File: src/hw/rtl/spw_pkg.sv
package spw_pkg;

    // Defaults for the top-level parameters.
    localparam int NUM_MODULES_DEF       = 2;
    localparam int MOTORS_PER_MODULE_DEF = 4;
    localparam int CLOCK_HZ_DEF          = 125000000;

    // Frame rate limits and reset value, in hertz.
    localparam logic [16:0] FREQ_MIN   = 17'd8;
    localparam logic [16:0] FREQ_MAX   = 17'd100000;
    localparam logic [16:0] FREQ_RESET = 17'd50;

    // Microseconds per second, dividend of the frame length.
    localparam logic [31:0] FRAME_US = 32'd1000000;

    // The divider counts in sixteenths; 4096 = 256 * 16 counter steps.
    localparam int          DIV_SCALE_SHIFT = 12;
    localparam logic [11:0] DIV16_MIN       = 12'd16;
    localparam logic [11:0] DIV16_MAX       = 12'd4095;

    localparam logic [7:0] LETTER_BASE = 8'h41;
    localparam logic [7:0] DIGIT_BASE  = 8'h30;

    localparam int DIV_W = 32;

    localparam logic [1:0] ACT_START   = 2'd0;
    localparam logic [1:0] ACT_REQUEST = 2'd1;
    localparam logic [1:0] ACT_TICK    = 2'd2;

    localparam logic [1:0] KIND_START  = 2'd0;
    localparam logic [1:0] KIND_ANSWER = 2'd1;
    localparam logic [1:0] KIND_LEVEL  = 2'd2;

    typedef struct packed {
        logic busy;
        logic done;
    } spw_div_status_t;

endpackage

File: src/hw/rtl/servo_pulse_width_scheduler_top.sv
// Channel   Direction  Handshake                 Word
// command   in         start / busy              action, id_letter, id_digit,
//                                                pulse_microseconds
// config    in         cfg_valid / cfg_ready     cfg_data (pwm_frequency)
// result    out        strobe, one cycle         kind, accepted, channel, level, last,
//                                                divider_whole, divider_fraction,
//                                                wrap_top, wrap_total
//
// A command is taken when start is high and busy is low; busy stays high while it works.
// Start runs two 32-step divisions on the shared divider, and a third on the first start.
// An accepted request runs one division.
// A wrap tick emits one level word per channel, one per cycle; busy stays high until the last.
// Results are registered and shown for one cycle; the receiver cannot stall them.
// Reset clears the level table, the latched frame and the wrap count at once.
module servo_pulse_width_scheduler_top
    import spw_pkg::*;
#(
    parameter int NUM_MODULES       = NUM_MODULES_DEF,
    parameter int MOTORS_PER_MODULE = MOTORS_PER_MODULE_DEF,
    parameter int CLOCK_HZ          = CLOCK_HZ_DEF
)
(
    input  logic        clk,
    input  logic        rst_n,
    input  logic        start,
    output logic        busy,
    input  logic [1:0]  action,
    input  logic [7:0]  id_letter,
    input  logic [7:0]  id_digit,
    input  logic [15:0] pulse_microseconds,
    input  logic        cfg_valid,
    output logic        cfg_ready,
    input  logic [16:0] cfg_data,
    output logic        strobe,
    output logic [1:0]  kind,
    output logic        accepted,
    output logic [2:0]  channel,
    output logic [15:0] level,
    output logic        last,
    output logic [7:0]  divider_whole,
    output logic [3:0]  divider_fraction,
    output logic [15:0] wrap_top,
    output logic [31:0] wrap_total
);

    localparam int CHANNELS = NUM_MODULES * MOTORS_PER_MODULE;
    localparam int TW       = (CHANNELS > 1) ? $clog2(CHANNELS) : 1;

    localparam logic [31:0] CLK_WORD   = 32'(CLOCK_HZ);
    localparam logic [31:0] CLK16_WORD = {CLK_WORD[27:0], 4'b0000};

    localparam logic [3:0] S_IDLE     = 4'd0;
    localparam logic [3:0] S_D1_GO    = 4'd1;
    localparam logic [3:0] S_D1_WAIT  = 4'd2;
    localparam logic [3:0] S_MUL      = 4'd3;
    localparam logic [3:0] S_D2_GO    = 4'd4;
    localparam logic [3:0] S_D2_WAIT  = 4'd5;
    localparam logic [3:0] S_D3_GO    = 4'd6;
    localparam logic [3:0] S_D3_WAIT  = 4'd7;
    localparam logic [3:0] S_RMUL     = 4'd8;
    localparam logic [3:0] S_RD_GO    = 4'd9;
    localparam logic [3:0] S_RD_WAIT  = 4'd10;
    localparam logic [3:0] S_TICK     = 4'd11;

    logic [3:0]  state_reg, state_next;
    logic [16:0] freq_cfg_reg, freq_cfg_next;
    logic [16:0] f_reg, f_next;
    logic [11:0] div16_reg, div16_next;
    logic [15:0] wrap_reg, wrap_next;
    logic [31:0] prod_reg, prod_next;
    logic [16:0] frame_reg, frame_next;
    logic [15:0] res_reg, res_next;
    logic        started_reg, started_next;
    logic [31:0] wrap_cnt_reg, wrap_cnt_next;
    logic [15:0] table_reg [CHANNELS];
    logic [15:0] table_next [CHANNELS];
    logic [TW-1:0] idx_reg, idx_next;
    logic [2:0]  chan_reg, chan_next;
    logic [15:0] us_reg, us_next;
    logic [TW-1:0] cnt_reg, cnt_next;

    logic        strobe_reg, strobe_next;
    logic [1:0]  kind_reg, kind_next;
    logic        accepted_reg, accepted_next;
    logic [2:0]  channel_reg, channel_next;
    logic [15:0] level_reg, level_next;
    logic        last_reg, last_next;
    logic [7:0]  dw_reg, dw_next;
    logic [3:0]  df_reg, df_next;
    logic [15:0] wt_reg, wt_next;
    logic [31:0] total_reg, total_next;

    logic            div_go;
    logic [31:0]     div_dividend;
    logic [31:0]     div_divisor;
    spw_div_status_t div_status;
    logic [31:0]     div_quo;
    logic [31:0]     div_rem;

    logic [16:0] mul_a;
    logic [15:0] mul_b;
    logic [32:0] mul_prod;

    logic [16:0] f_clamped;
    logic [7:0]  module_off;
    logic [7:0]  motor_off;
    logic        id_ok;
    logic [4:0]  idx_full;
    logic [13:0] div16_raw;
    logic [15:0] wrap_calc;
    logic [15:0] ticks_calc;

    spw_divider u_div (
        .clk       (clk),
        .rst_n     (rst_n),
        .go        (div_go),
        .dividend  (div_dividend),
        .divisor   (div_divisor),
        .status    (div_status),
        .quotient  (div_quo),
        .remainder (div_rem)
    );

    assign busy      = (state_reg != S_IDLE);
    assign cfg_ready = 1'b1;

    assign f_clamped = (freq_cfg_reg < FREQ_MIN) ? FREQ_MIN :
                       (freq_cfg_reg > FREQ_MAX) ? FREQ_MAX : freq_cfg_reg;

    // Id decode: byte differences wrap, so letters below 'A' land far out of range.
    assign module_off = id_letter - LETTER_BASE;
    assign motor_off  = id_digit - DIGIT_BASE;
    assign id_ok      = started_reg && (frame_reg != '0) && (id_digit != 8'd0) &&
                        (module_off < 8'(NUM_MODULES)) &&
                        (motor_off < 8'(MOTORS_PER_MODULE));
    assign idx_full   = {3'b000, module_off[1:0]} * 5'(MOTORS_PER_MODULE) +
                        {3'b000, motor_off[1:0]};

    assign div_go = (state_reg == S_D1_GO) || (state_reg == S_D2_GO) ||
                    (state_reg == S_D3_GO) || (state_reg == S_RD_GO);

    always_comb
    begin
        case (state_reg)
            S_D1_GO:
            begin
                div_dividend = CLK_WORD;
                div_divisor  = {3'b000, f_reg, {DIV_SCALE_SHIFT{1'b0}}};
            end
            S_D2_GO:
            begin
                div_dividend = CLK16_WORD;
                div_divisor  = prod_reg;
            end
            S_D3_GO:
            begin
                div_dividend = FRAME_US;
                div_divisor  = {15'd0, f_reg};
            end
            default:
            begin
                div_dividend = prod_reg;
                div_divisor  = {15'd0, frame_reg};
            end
        endcase
    end

    // One multiplier: divider16 times frequency for start, resolution times microseconds
    // for a request.
    assign mul_a    = (state_reg == S_MUL) ? f_reg : {1'b0, res_reg};
    assign mul_b    = (state_reg == S_MUL) ? {4'b0000, div16_reg} : us_reg;
    assign mul_prod = {16'd0, mul_a} * {17'd0, mul_b};

    // Rounded-up divider: ceiling of clock over frequency times 4096.
    assign div16_raw = div_quo[13:0] + {13'd0, (div_rem != '0)};

    assign wrap_calc  = (div_quo == '0) ? 16'd0 :
                        (div_quo > 32'd65536) ? 16'hFFFF : 16'(div_quo - 32'd1);
    assign ticks_calc = (div_quo > 32'd65535) ? 16'hFFFF : div_quo[15:0];

    always_comb
    begin
        state_next    = state_reg;
        freq_cfg_next = freq_cfg_reg;
        f_next        = f_reg;
        div16_next    = div16_reg;
        wrap_next     = wrap_reg;
        prod_next     = prod_reg;
        frame_next    = frame_reg;
        res_next      = res_reg;
        started_next  = started_reg;
        wrap_cnt_next = wrap_cnt_reg;
        table_next    = table_reg;
        idx_next      = idx_reg;
        chan_next     = chan_reg;
        us_next       = us_reg;
        cnt_next      = cnt_reg;

        strobe_next   = 1'b0;
        kind_next     = kind_reg;
        accepted_next = accepted_reg;
        channel_next  = channel_reg;
        level_next    = level_reg;
        last_next     = last_reg;
        dw_next       = dw_reg;
        df_next       = df_reg;
        wt_next       = wt_reg;
        total_next    = total_reg;

        if (cfg_valid && cfg_ready)
        begin
            freq_cfg_next = cfg_data;
        end

        case (state_reg)
            S_IDLE:
            begin
                if (start)
                begin
                    case (action)
                        ACT_START:
                        begin
                            f_next     = f_clamped;
                            state_next = S_D1_GO;
                        end
                        ACT_REQUEST:
                        begin
                            if (id_ok)
                            begin
                                idx_next   = idx_full[TW-1:0];
                                chan_next  = idx_full[2:0];
                                us_next    = pulse_microseconds;
                                state_next = S_RMUL;
                            end
                            else
                            begin
                                strobe_next   = 1'b1;
                                kind_next     = KIND_ANSWER;
                                accepted_next = 1'b0;
                                channel_next  = 3'd0;
                                level_next    = 16'd0;
                                last_next     = 1'b1;
                                dw_next       = 8'd0;
                                df_next       = 4'd0;
                                wt_next       = 16'd0;
                                total_next    = 32'd0;
                            end
                        end
                        ACT_TICK:
                        begin
                            wrap_cnt_next = wrap_cnt_reg + 32'd1;
                            cnt_next      = '0;
                            state_next    = S_TICK;
                        end
                        default:
                        begin
                            state_next = S_IDLE;
                        end
                    endcase
                end
            end
            S_D1_GO:
            begin
                state_next = S_D1_WAIT;
            end
            S_D1_WAIT:
            begin
                if (div_status.done)
                begin
                    if (div16_raw < {2'b00, DIV16_MIN})
                    begin
                        div16_next = DIV16_MIN;
                    end
                    else if (div16_raw > {2'b00, DIV16_MAX})
                    begin
                        div16_next = DIV16_MAX;
                    end
                    else
                    begin
                        div16_next = div16_raw[11:0];
                    end
                    state_next = S_MUL;
                end
            end
            S_MUL:
            begin
                prod_next  = mul_prod[31:0];
                state_next = S_D2_GO;
            end
            S_D2_GO:
            begin
                state_next = S_D2_WAIT;
            end
            S_D2_WAIT:
            begin
                if (div_status.done)
                begin
                    wrap_next = wrap_calc;
                    if (started_reg)
                    begin
                        strobe_next   = 1'b1;
                        kind_next     = KIND_START;
                        accepted_next = 1'b0;
                        channel_next  = 3'd0;
                        level_next    = 16'd0;
                        last_next     = 1'b1;
                        dw_next       = div16_reg[11:4];
                        df_next       = div16_reg[3:0];
                        wt_next       = wrap_calc;
                        total_next    = 32'd0;
                        state_next    = S_IDLE;
                    end
                    else
                    begin
                        state_next = S_D3_GO;
                    end
                end
            end
            S_D3_GO:
            begin
                state_next = S_D3_WAIT;
            end
            S_D3_WAIT:
            begin
                if (div_status.done)
                begin
                    frame_next    = div_quo[16:0];
                    res_next      = wrap_reg;
                    started_next  = 1'b1;
                    strobe_next   = 1'b1;
                    kind_next     = KIND_START;
                    accepted_next = 1'b0;
                    channel_next  = 3'd0;
                    level_next    = 16'd0;
                    last_next     = 1'b1;
                    dw_next       = div16_reg[11:4];
                    df_next       = div16_reg[3:0];
                    wt_next       = wrap_reg;
                    total_next    = 32'd0;
                    state_next    = S_IDLE;
                end
            end
            S_RMUL:
            begin
                prod_next  = mul_prod[31:0];
                state_next = S_RD_GO;
            end
            S_RD_GO:
            begin
                state_next = S_RD_WAIT;
            end
            S_RD_WAIT:
            begin
                if (div_status.done)
                begin
                    table_next[idx_reg] = ticks_calc;
                    strobe_next   = 1'b1;
                    kind_next     = KIND_ANSWER;
                    accepted_next = 1'b1;
                    channel_next  = chan_reg;
                    level_next    = ticks_calc;
                    last_next     = 1'b1;
                    dw_next       = 8'd0;
                    df_next       = 4'd0;
                    wt_next       = 16'd0;
                    total_next    = 32'd0;
                    state_next    = S_IDLE;
                end
            end
            S_TICK:
            begin
                strobe_next   = 1'b1;
                kind_next     = KIND_LEVEL;
                accepted_next = 1'b0;
                channel_next  = 3'(cnt_reg);
                level_next    = table_reg[cnt_reg];
                dw_next       = 8'd0;
                df_next       = 4'd0;
                wt_next       = 16'd0;
                total_next    = wrap_cnt_reg;
                cnt_next      = cnt_reg + 1'b1;
                last_next     = 1'b0;
                if (cnt_reg == TW'(CHANNELS - 1))
                begin
                    last_next  = 1'b1;
                    state_next = S_IDLE;
                end
            end
            default:
            begin
                state_next = S_IDLE;
            end
        endcase
    end

    always_ff @(posedge clk or negedge rst_n)
    begin
        if (!rst_n)
        begin
            state_reg    <= S_IDLE;
            freq_cfg_reg <= FREQ_RESET;
            frame_reg    <= '0;
            res_reg      <= '0;
            started_reg  <= 1'b0;
            wrap_cnt_reg <= '0;
            strobe_reg   <= 1'b0;
            for (int i = 0; i < CHANNELS; i++)
            begin
                table_reg[i] <= '0;
            end
        end
        else
        begin
            state_reg    <= state_next;
            freq_cfg_reg <= freq_cfg_next;
            frame_reg    <= frame_next;
            res_reg      <= res_next;
            started_reg  <= started_next;
            wrap_cnt_reg <= wrap_cnt_next;
            strobe_reg   <= strobe_next;
            table_reg    <= table_next;
        end
    end

    always_ff @(posedge clk)
    begin
        f_reg        <= f_next;
        div16_reg    <= div16_next;
        wrap_reg     <= wrap_next;
        prod_reg     <= prod_next;
        idx_reg      <= idx_next;
        chan_reg     <= chan_next;
        us_reg       <= us_next;
        cnt_reg      <= cnt_next;
        kind_reg     <= kind_next;
        accepted_reg <= accepted_next;
        channel_reg  <= channel_next;
        level_reg    <= level_next;
        last_reg     <= last_next;
        dw_reg       <= dw_next;
        df_reg       <= df_next;
        wt_reg       <= wt_next;
        total_reg    <= total_next;
    end

    assign strobe           = strobe_reg;
    assign kind             = kind_reg;
    assign accepted         = accepted_reg;
    assign channel          = channel_reg;
    assign level            = level_reg;
    assign last             = last_reg;
    assign divider_whole    = dw_reg;
    assign divider_fraction = df_reg;
    assign wrap_top         = wt_reg;
    assign wrap_total       = total_reg;

`ifndef SYNTH
    // The sequencer never restarts the divider in the middle of a division.
    assert property (@(posedge clk) disable iff (!rst_n)
        div_go |-> !div_status.busy)
        else $error("divider started while busy");

    // Once latched, the frame settings stay latched until reset.
    assert property (@(posedge clk) disable iff (!rst_n)
        started_reg |=> started_reg && $stable(frame_reg) && $stable(res_reg))
        else $error("latched frame settings changed");

    // Level words of one tick come out back to back.
    assert property (@(posedge clk) disable iff (!rst_n)
        strobe && (kind == KIND_LEVEL) && !last |=> strobe && (kind == KIND_LEVEL))
        else $error("gap in tick level words");

    // A rejected request carries no channel and no level.
    assert property (@(posedge clk) disable iff (!rst_n)
        strobe && (kind == KIND_ANSWER) && !accepted |-> (channel == 3'd0) &&
        (level == 16'd0) && last)
        else $error("rejected request answer carries data");
`endif

endmodule

File: src/hw/rtl/spw_divider.sv
module spw_divider
    import spw_pkg::*;
(
    input  logic               clk,
    input  logic               rst_n,
    input  logic               go,
    input  logic [DIV_W-1:0]   dividend,
    input  logic [DIV_W-1:0]   divisor,
    output spw_div_status_t    status,
    output logic [DIV_W-1:0]   quotient,
    output logic [DIV_W-1:0]   remainder
);

    localparam int CNT_W = $clog2(DIV_W);

    logic               run_reg, run_next;
    logic               done_reg, done_next;
    logic [CNT_W-1:0]   cnt_reg, cnt_next;
    logic [DIV_W-1:0]   quo_reg, quo_next;
    logic [DIV_W-1:0]   rem_reg, rem_next;
    logic [DIV_W-1:0]   dvsr_reg, dvsr_next;
    logic [DIV_W:0]     rem_shift;
    logic [DIV_W:0]     rem_diff;
    logic               fits;

    // One quotient bit per cycle, restoring form; the dividend shifts out of quo_reg.
    assign rem_shift = {rem_reg, quo_reg[DIV_W-1]};
    assign rem_diff  = rem_shift - {1'b0, dvsr_reg};
    assign fits      = (rem_shift >= {1'b0, dvsr_reg});

    always_comb
    begin
        run_next  = run_reg;
        done_next = 1'b0;
        cnt_next  = cnt_reg;
        quo_next  = quo_reg;
        rem_next  = rem_reg;
        dvsr_next = dvsr_reg;
        if (go && !run_reg)
        begin
            run_next  = 1'b1;
            cnt_next  = '0;
            quo_next  = dividend;
            rem_next  = '0;
            dvsr_next = divisor;
        end
        else if (run_reg)
        begin
            quo_next = {quo_reg[DIV_W-2:0], fits};
            rem_next = fits ? rem_diff[DIV_W-1:0] : rem_shift[DIV_W-1:0];
            cnt_next = cnt_reg + 1'b1;
            if (cnt_reg == CNT_W'(DIV_W - 1))
            begin
                run_next  = 1'b0;
                done_next = 1'b1;
            end
        end
    end

    always_ff @(posedge clk or negedge rst_n)
    begin
        if (!rst_n)
        begin
            run_reg  <= 1'b0;
            done_reg <= 1'b0;
            cnt_reg  <= '0;
        end
        else
        begin
            run_reg  <= run_next;
            done_reg <= done_next;
            cnt_reg  <= cnt_next;
        end
    end

    always_ff @(posedge clk)
    begin
        quo_reg  <= quo_next;
        rem_reg  <= rem_next;
        dvsr_reg <= dvsr_next;
    end

    assign status.busy = run_reg;
    assign status.done = done_reg;
    assign quotient    = quo_reg;
    assign remainder   = rem_reg;

endmodule
File: config.mk
export PLATFORM = sky130hd
export DESIGN_NAME = servo_pulse_width_scheduler_top
export DESIGN_NICKNAME = d
export VERILOG_FILES = /design/src/hw/rtl/spw_pkg.sv /design/src/hw/rtl/servo_pulse_width_scheduler_top.sv /design/src/hw/rtl/spw_divider.sv
export SDC_FILE = /design/constraint.sdc
export NUM_CORES = 2
export LEC_CHECK = 0
export BUFFER_PORTS_ARGS = -buffer_cell sky130_fd_sc_hd__buf_4
export CAP_MARGIN = 20
export CORE_MARGIN = 2
export CORE_UTILIZATION = 29
export CTS_BUF_LIST = sky130_fd_sc_hd__clkbuf_8
export DETAILED_ROUTE_END_ITERATION = 16
export SLEW_MARGIN = 20
export SYNTH_ARGS = -nofsm -noshare
export SYNTH_HDL_FRONTEND = slang
export SYNTH_SLANG_ARGS = --single-unit
File: constraint.sdc
create_clock -name clk -period 9.05 [get_ports clk]
set_clock_uncertainty 0.05 [all_clocks]
set_input_delay 1.3575 -clock clk [delete_from_list [all_inputs] [get_ports clk]]
set_output_delay 1.3575 -clock clk [all_outputs]
set_load 0.01 [all_outputs]
# --- After elaboration in Yosys (flattened, before gate mapping) ---
# Index checks and enable logic that the tools add are counted.
classes:
  addsub: 9
  n_mul: 1
  div_mod_pow: 0
  n_lt_le_gt_ge: 12
  n_eq_ne: 27
  shift: 0
  mux: 110
  bitwise: 2
  reduce_logical: 36
op_table:
  columns: ["op", "count"]
  rows:
  - ["2-to-1 mux 32 bit", 9]
  - ["2-to-1 mux 16 bit", 17]
  - ["case mux 32 bit (3 select lines)", 2]
  - ["case mux 16 bit (5 select lines)", 2]
  - ["bitwise mux 128 bit", 1]
  - ["case mux 32 bit (4 select lines)", 1]
  - ["2-to-1 mux 8 bit", 7]
  - ["binary-select mux 16 bit (select 3 bit)", 1]
  - ["demux 16 bit (select 3 bit)", 1]
  - ["2-to-1 mux 4 bit", 12]
  - ["case mux 4 bit (11 select lines)", 1]
  - ["case mux 8 bit (5 select lines)", 1]
  - ["2-to-1 mux 17 bit", 2]
  - ["greater-or-equal comparator 33 x 32 -> 1 bit", 1]
  - ["adder 32 x 1 -> 32 bit (second input constant)", 1]
  - ["> comparator 32 x 16 -> 1 bit (second input constant)", 1]
  - ["> comparator 32 x 17 -> 1 bit (second input constant)", 1]
  - ["logical NOT 32 bit", 1]
  - ["multiplier 17 x 16 -> 32 bit", 1]
  - ["nonzero test 32 bit", 1]
  - ["subtractor 32 bit", 1]
  - ["2-to-1 mux 3 bit", 10]
  - ["2-to-1 mux 1 bit", 25]
  - ["case mux 4 bit (5 select lines)", 1]
  - ["53 further kinds", 96]
totals:
  reg_bits: 501
  latchBits: 0
  mem_bits_rw: 0
  mem_bits_ro: 0
  mem_count: 0

# --- Logic depth before layout (Yosys ltp) ---
depth:
  depth_word: 9
  depth_mapped: 29
  depth_no_buf: 25

# --- By module ---
# Synthesis repeated with hierarchy kept, for this count alone.
unflattened:
  hier_cells: 3216
  hier_area_um2: 32931.6
by_module_without_submodules:
  columns: ["mod", "instances", "cells_each", "area_each_um2"]
  rows:
  - ["servo_pulse_width_scheduler_top", 1, 2641, 26972.1]
  - ["spw_divider", 1, 575, 5959.5]

# --- Least setup slack after synthesis ---
# OpenSTA, ideal clock, no wires.
synth_timing:
  path_type: "reg-to-reg"
  startpoint: "register state_reg[3]"
  endpoint: "register prod_reg[30], data pin"
  setup_time_ps: 265
  arrival_ps: 7236
  required_ps: 8735
  slack_ps: 1499
  path_stages_with_launch: 26
  synth_period_minus_slack_ps: 7551
  path_cell_list: "dfrtp_1 -> clkbuf_1 -> nor2_1 -> nand3_1 -> clkbuf_1 -> mux2i_1 -> nor2_1 -> fa_1 -> inv_1 -> fa_1 -> fa_1 -> fa_1 -> inv_1 -> fa_1 -> inv_1 -> fa_1 -> inv_1 -> ha_1 -> and3_1 -> a31oi_1 -> or4b_2 -> nor3_1 -> o31ai_1 -> a21oi_1 -> o21ai_0 -> xor2_1"
synth_via:
  elab_chain_cells: 3
  elab_cells_between_ends: 4
  cone_classes: "mul: 1; eq/ne: 1; mux: 2"
synth_lines:
  columns: ["element", "line_no", "text"]
  rows:
  - ["start: declaration", "servo_pulse_width_scheduler_top.sv:65", "logic [3:0] state_reg, state_next;"]
  - ["start signal: assignment", "servo_pulse_width_scheduler_top.sv:414", "state_reg <= state_next;"]
  - ["== test 4 x 2 -> 1 bit (*)", "servo_pulse_width_scheduler_top.sv:170, servo_pulse_width_scheduler_top.sv:171", null]
  - ["2-to-1 mux 17 bit / 2-to-1 mux 16 bit (equally long branches)", "servo_pulse_width_scheduler_top.sv:170, servo_pulse_width_scheduler_top.sv:171", null]
  - ["multiplier 17 x 16 -> 32 bit (*)", "servo_pulse_width_scheduler_top.sv:172", "assign mul_prod = {16'd0, mul_a} * {17'd0, mul_b};"]
  - ["named net mul_prod[30]", "servo_pulse_width_scheduler_top.sv:102", "logic [32:0] mul_prod;"]
  - ["end signal: assignment", "servo_pulse_width_scheduler_top.sv:430", "prod_reg <= prod_next;"]
  - ["end: declaration", "servo_pulse_width_scheduler_top.sv:70", "logic [31:0] prod_reg, prod_next;"]
# Mark *: on every way through the listed nets, which the timed path passes. The rest lies on a longest branch.
# A chain may end at the register's enable or synchronous reset.

# --- Worst setup path after layout ---
layout_timing:
  startpoint: "register state_reg[0]"
  endpoint: "register prod_reg[30], data pin"
# Same word-level chain as after synthesis.

==> reports/summary.txt <==
DPL Wire Length: 68.07 mm
First-pass DRT Iterations: 6
Clk Latency, worst-skew pair: 720 ps
Cts repair resizes: 0
CP Data Required Time: 9460 ps
CP Buf/Inv Count: 5
Synth async-reset ratio: 0.4451
Hold Vio Cnt, Final: 0
Post-synthesis xor/xnor area fraction: 0.02714
Vias in the first global route: 23646
CTS Root Cell: clkbuf_8
CP max-delay cell: dfrtp_1
Largest net degree at the start of global routing: 112
DR vias/cell: 4.943
Postcts setup bufs: 0
Min Tclk post-route: 8226 ps
Finished Layout Cells: 4853
Critical Path Most Common Cell: fa_1
First-pass GRT wire length: 142.9 mm
Number of synthesized flops with an enable pin: 246
Largest family of logic cells by synthesized area: adder cells
Power per cell area: 123.3 mW/mm^2
Hold buffer count at cts: 0
Top_reg_cell synth: edfxtp_1
Status: complete, no violations
CP arrival: 8640 ps
Reg2Reg Depth: 23
Final wirelength: 92.48 mm
Sequential area share after synthesis: 0.4218
Simple-Gate Fraction of Synth Area: 0.1465
Crit. Startpoint: state_reg[0]
Total grt overflow: 0
CTS Buf Count: 88
Count leader, synth: nand2_1
Critical Path Sink: prod_reg[30]
Slew headroom: 0.2955
Initial antenna violation count: 5
Fillcell total: 11338
Area Growth Syn to Fin: 13.73%
Unrepaired setup endpoints after global routing: false
DRC Markers: 0
Cell area after layout: 0.03670 sq mm
Ports: 141
Die width: 337.6 um
Final Max Tran Viols: 0
Placed cell area: 0.03495 sq mm
Compound-cell area share of the yosys netlist: 0.1092
Netlist cell types: 78
Initial DRC Count: 1912
CP max stage delay: 680 ps
Port-buffer cells: 139
F_max: 121.6 MHz
Clock tree buffer depth: 3
Core ar.: 0.1105 sq mm
Placed cell count: 4683
Layout cells sized above 1: 0.1233
Fin crit share: 0.9090
Static Leak: 0.01626 uW
Mapped Cells: 3165
Crit path launch type: register
WP depth: 23
Worst path cell trace: nand3_2 > buf_4 > mux2i_1 > nor2_1 > fa_1 > inv_1 > fa_1 > fa_1 > fa_1 > inv_1 > fa_1 > inv_1 > fa_1 > inv_1 > ha_1 > and3_1 > a31oi_1 > or4b_2 > nor3_1 > o31ai_1 > a21oi_1 > o21ai_0 > xor2_1
Die Span Y: 337.6 um
CTS tree: done
Synth cell count leaders: 457 x nand2_1, 330 x inv_1, 250 x nor2_1, 246 x edfxtp_1, 220 x dfrtp_1
Setup TNS: 0 ps
Routed via count: 23986
#FFs+latches synth: 501
Top cell type's share of synthesized area: 0.2289
Tot Pwr: 4526 uW
Antenna Nets Post-Route: 0
Area contributors post-synth: edfxtp_1 23%, dfrtp_1 17%, fa_1 13%
Max reg flops: 128
Post-synthesis mux area share: 0.05173
Nets: 3694
Max-cap violation count: 0
Site row count: 122
Clock tree sinks: 501
Die area: 0.1140 sq mm
Clock input transition at the sequential cells of the worst setup and hold paths: 60 ps
Crit path kind: register to register
Reg-to-reg setup timing slack: 820 ps
Crit Path Max Fanout: 21
H-tree depth: 3
Launch point of the worst reg-to-reg path: state_reg[0]
Total GRT Usage: 0.1624
Crit. End Element: register
Finish-stage setup viols: 0
Slew @ Worst Pin: 1046 ps
Adder-cell area share of the yosys netlist: 0.1857
Final Util: 0.3321
Mean Syn Cell Area: 10.20 sq um
Starting Density: 0.2920
Synth warnings: 0
Cell family with most CP delay: adder cells
Post-synth top area cell: edfxtp_1
R2r endpoint: prod_reg[30]
Synthesized area: 0.03227 sq mm
Wire per inst: 19.06 um
VDD IR max: 0.09162 mV
HP Class: register to register
Placer's final routability congestion estimate: 0.9513
-- cell families after synthesis --
group / after synthesis
AOI/OAI and AO/OA: 555
xor gates and xnor gates: 100
adders and majority gates: 354
buffers and inverters: 486
DFF: 501
muxes: 121
other: 2
and+or+nand+nor: 1046
-- worst reg2reg max path: stages (launching register included) --
cell and delay (ps):
dfrtp_1 680, nand3_2 440, buf_4 380, mux2i_1 590, nor2_1 140, fa_1 530, inv_1 60, fa_1 560
fa_1 440, fa_1 490, inv_1 50, fa_1 540, inv_1 60, fa_1 530, inv_1 50, ha_1 360
and3_1 210, a31oi_1 200, or4b_2 630, nor3_1 360, o31ai_1 140, a21oi_1 240, o21ai_0 130, xor2_1 170
-- cell usage in the layout (no fill, tap or decap), types with 42 or more instances in the layout --
cell        n
nand2_1   456
inv_1     360
edfxtp_1  246
nor2_1    245
dfrtp_1   220
fa_1      208
buf_4     182
a21oi_1   157
o21ai_0   155
ha_1      146
clkbuf_8   99
and3_1     71
xnor2_1    65
and2_1     60
nand3_1    51
mux2_2     46
mux2i_1    43
a22o_1     42
-- metrics by stage --
stage | setup WS [ps] | hold WS, ps
finish | 824.0 | 423.8
detailed placement | 919.6 | 413.4
global placement | 1069 | 406.4
global route | 272.2 | 442.1
CTS | 949.4 | 429.1
floorplan | 1499 | 386.9
-- layer usage --
| metal | track usage | routed length (um) | vias up |
|---|---|---|---|
| met5 | 0 | 0 | - |
| met4 | 0.06411 | 3449 | 0 |
| met3 | 0.02604 | 5638 | 188 |
| met2 | 0.2575 | 42630 | 810 |
| met1 | 0.2216 | 40760 | 11898 |
| li1 | - | - | 11090 |
-- report_power, final --
group | switching (uW) | internal, uW
clock | 992 | 1070
sequential | 7.19 | 2390
combinational | 40.2 | 31.1
total | 1040 | 3490
-- how the worst min path moves through the flow --
| stage | cells past startpoint | to | startpoint |
|---|---|---|---|
| after CTS | 1 | wrap_cnt_reg[31] | wrap_cnt_reg[31] |
| after floorplan | 1 | wrap_cnt_reg[31] | wrap_cnt_reg[31] |
| final | 2 | table_reg[29] | table_reg[29] |
| after detailed placement | 1 | wrap_cnt_reg[31] | wrap_cnt_reg[31] |
| after global routing | 2 | table_reg[81] | table_reg[81] |
| after global placement | 2 | table_reg[0] | table_reg[0] |
-- area by class of cell --
class	instances	area, sq um	area share
repair buffers	183	1381	0.03764
clock buffers	99	1363	0.03713
diodes	6	15.01	0.0004091
clock inverters	65	359.1	0.009785
inverters	331	1242	0.03385
flip-flops and latches	501	13610	0.3709
well taps	1488	1862	0.05073
multi-input cells	2180	16860	0.4595
Note: power is estimated with default switching activity, not from simulation.
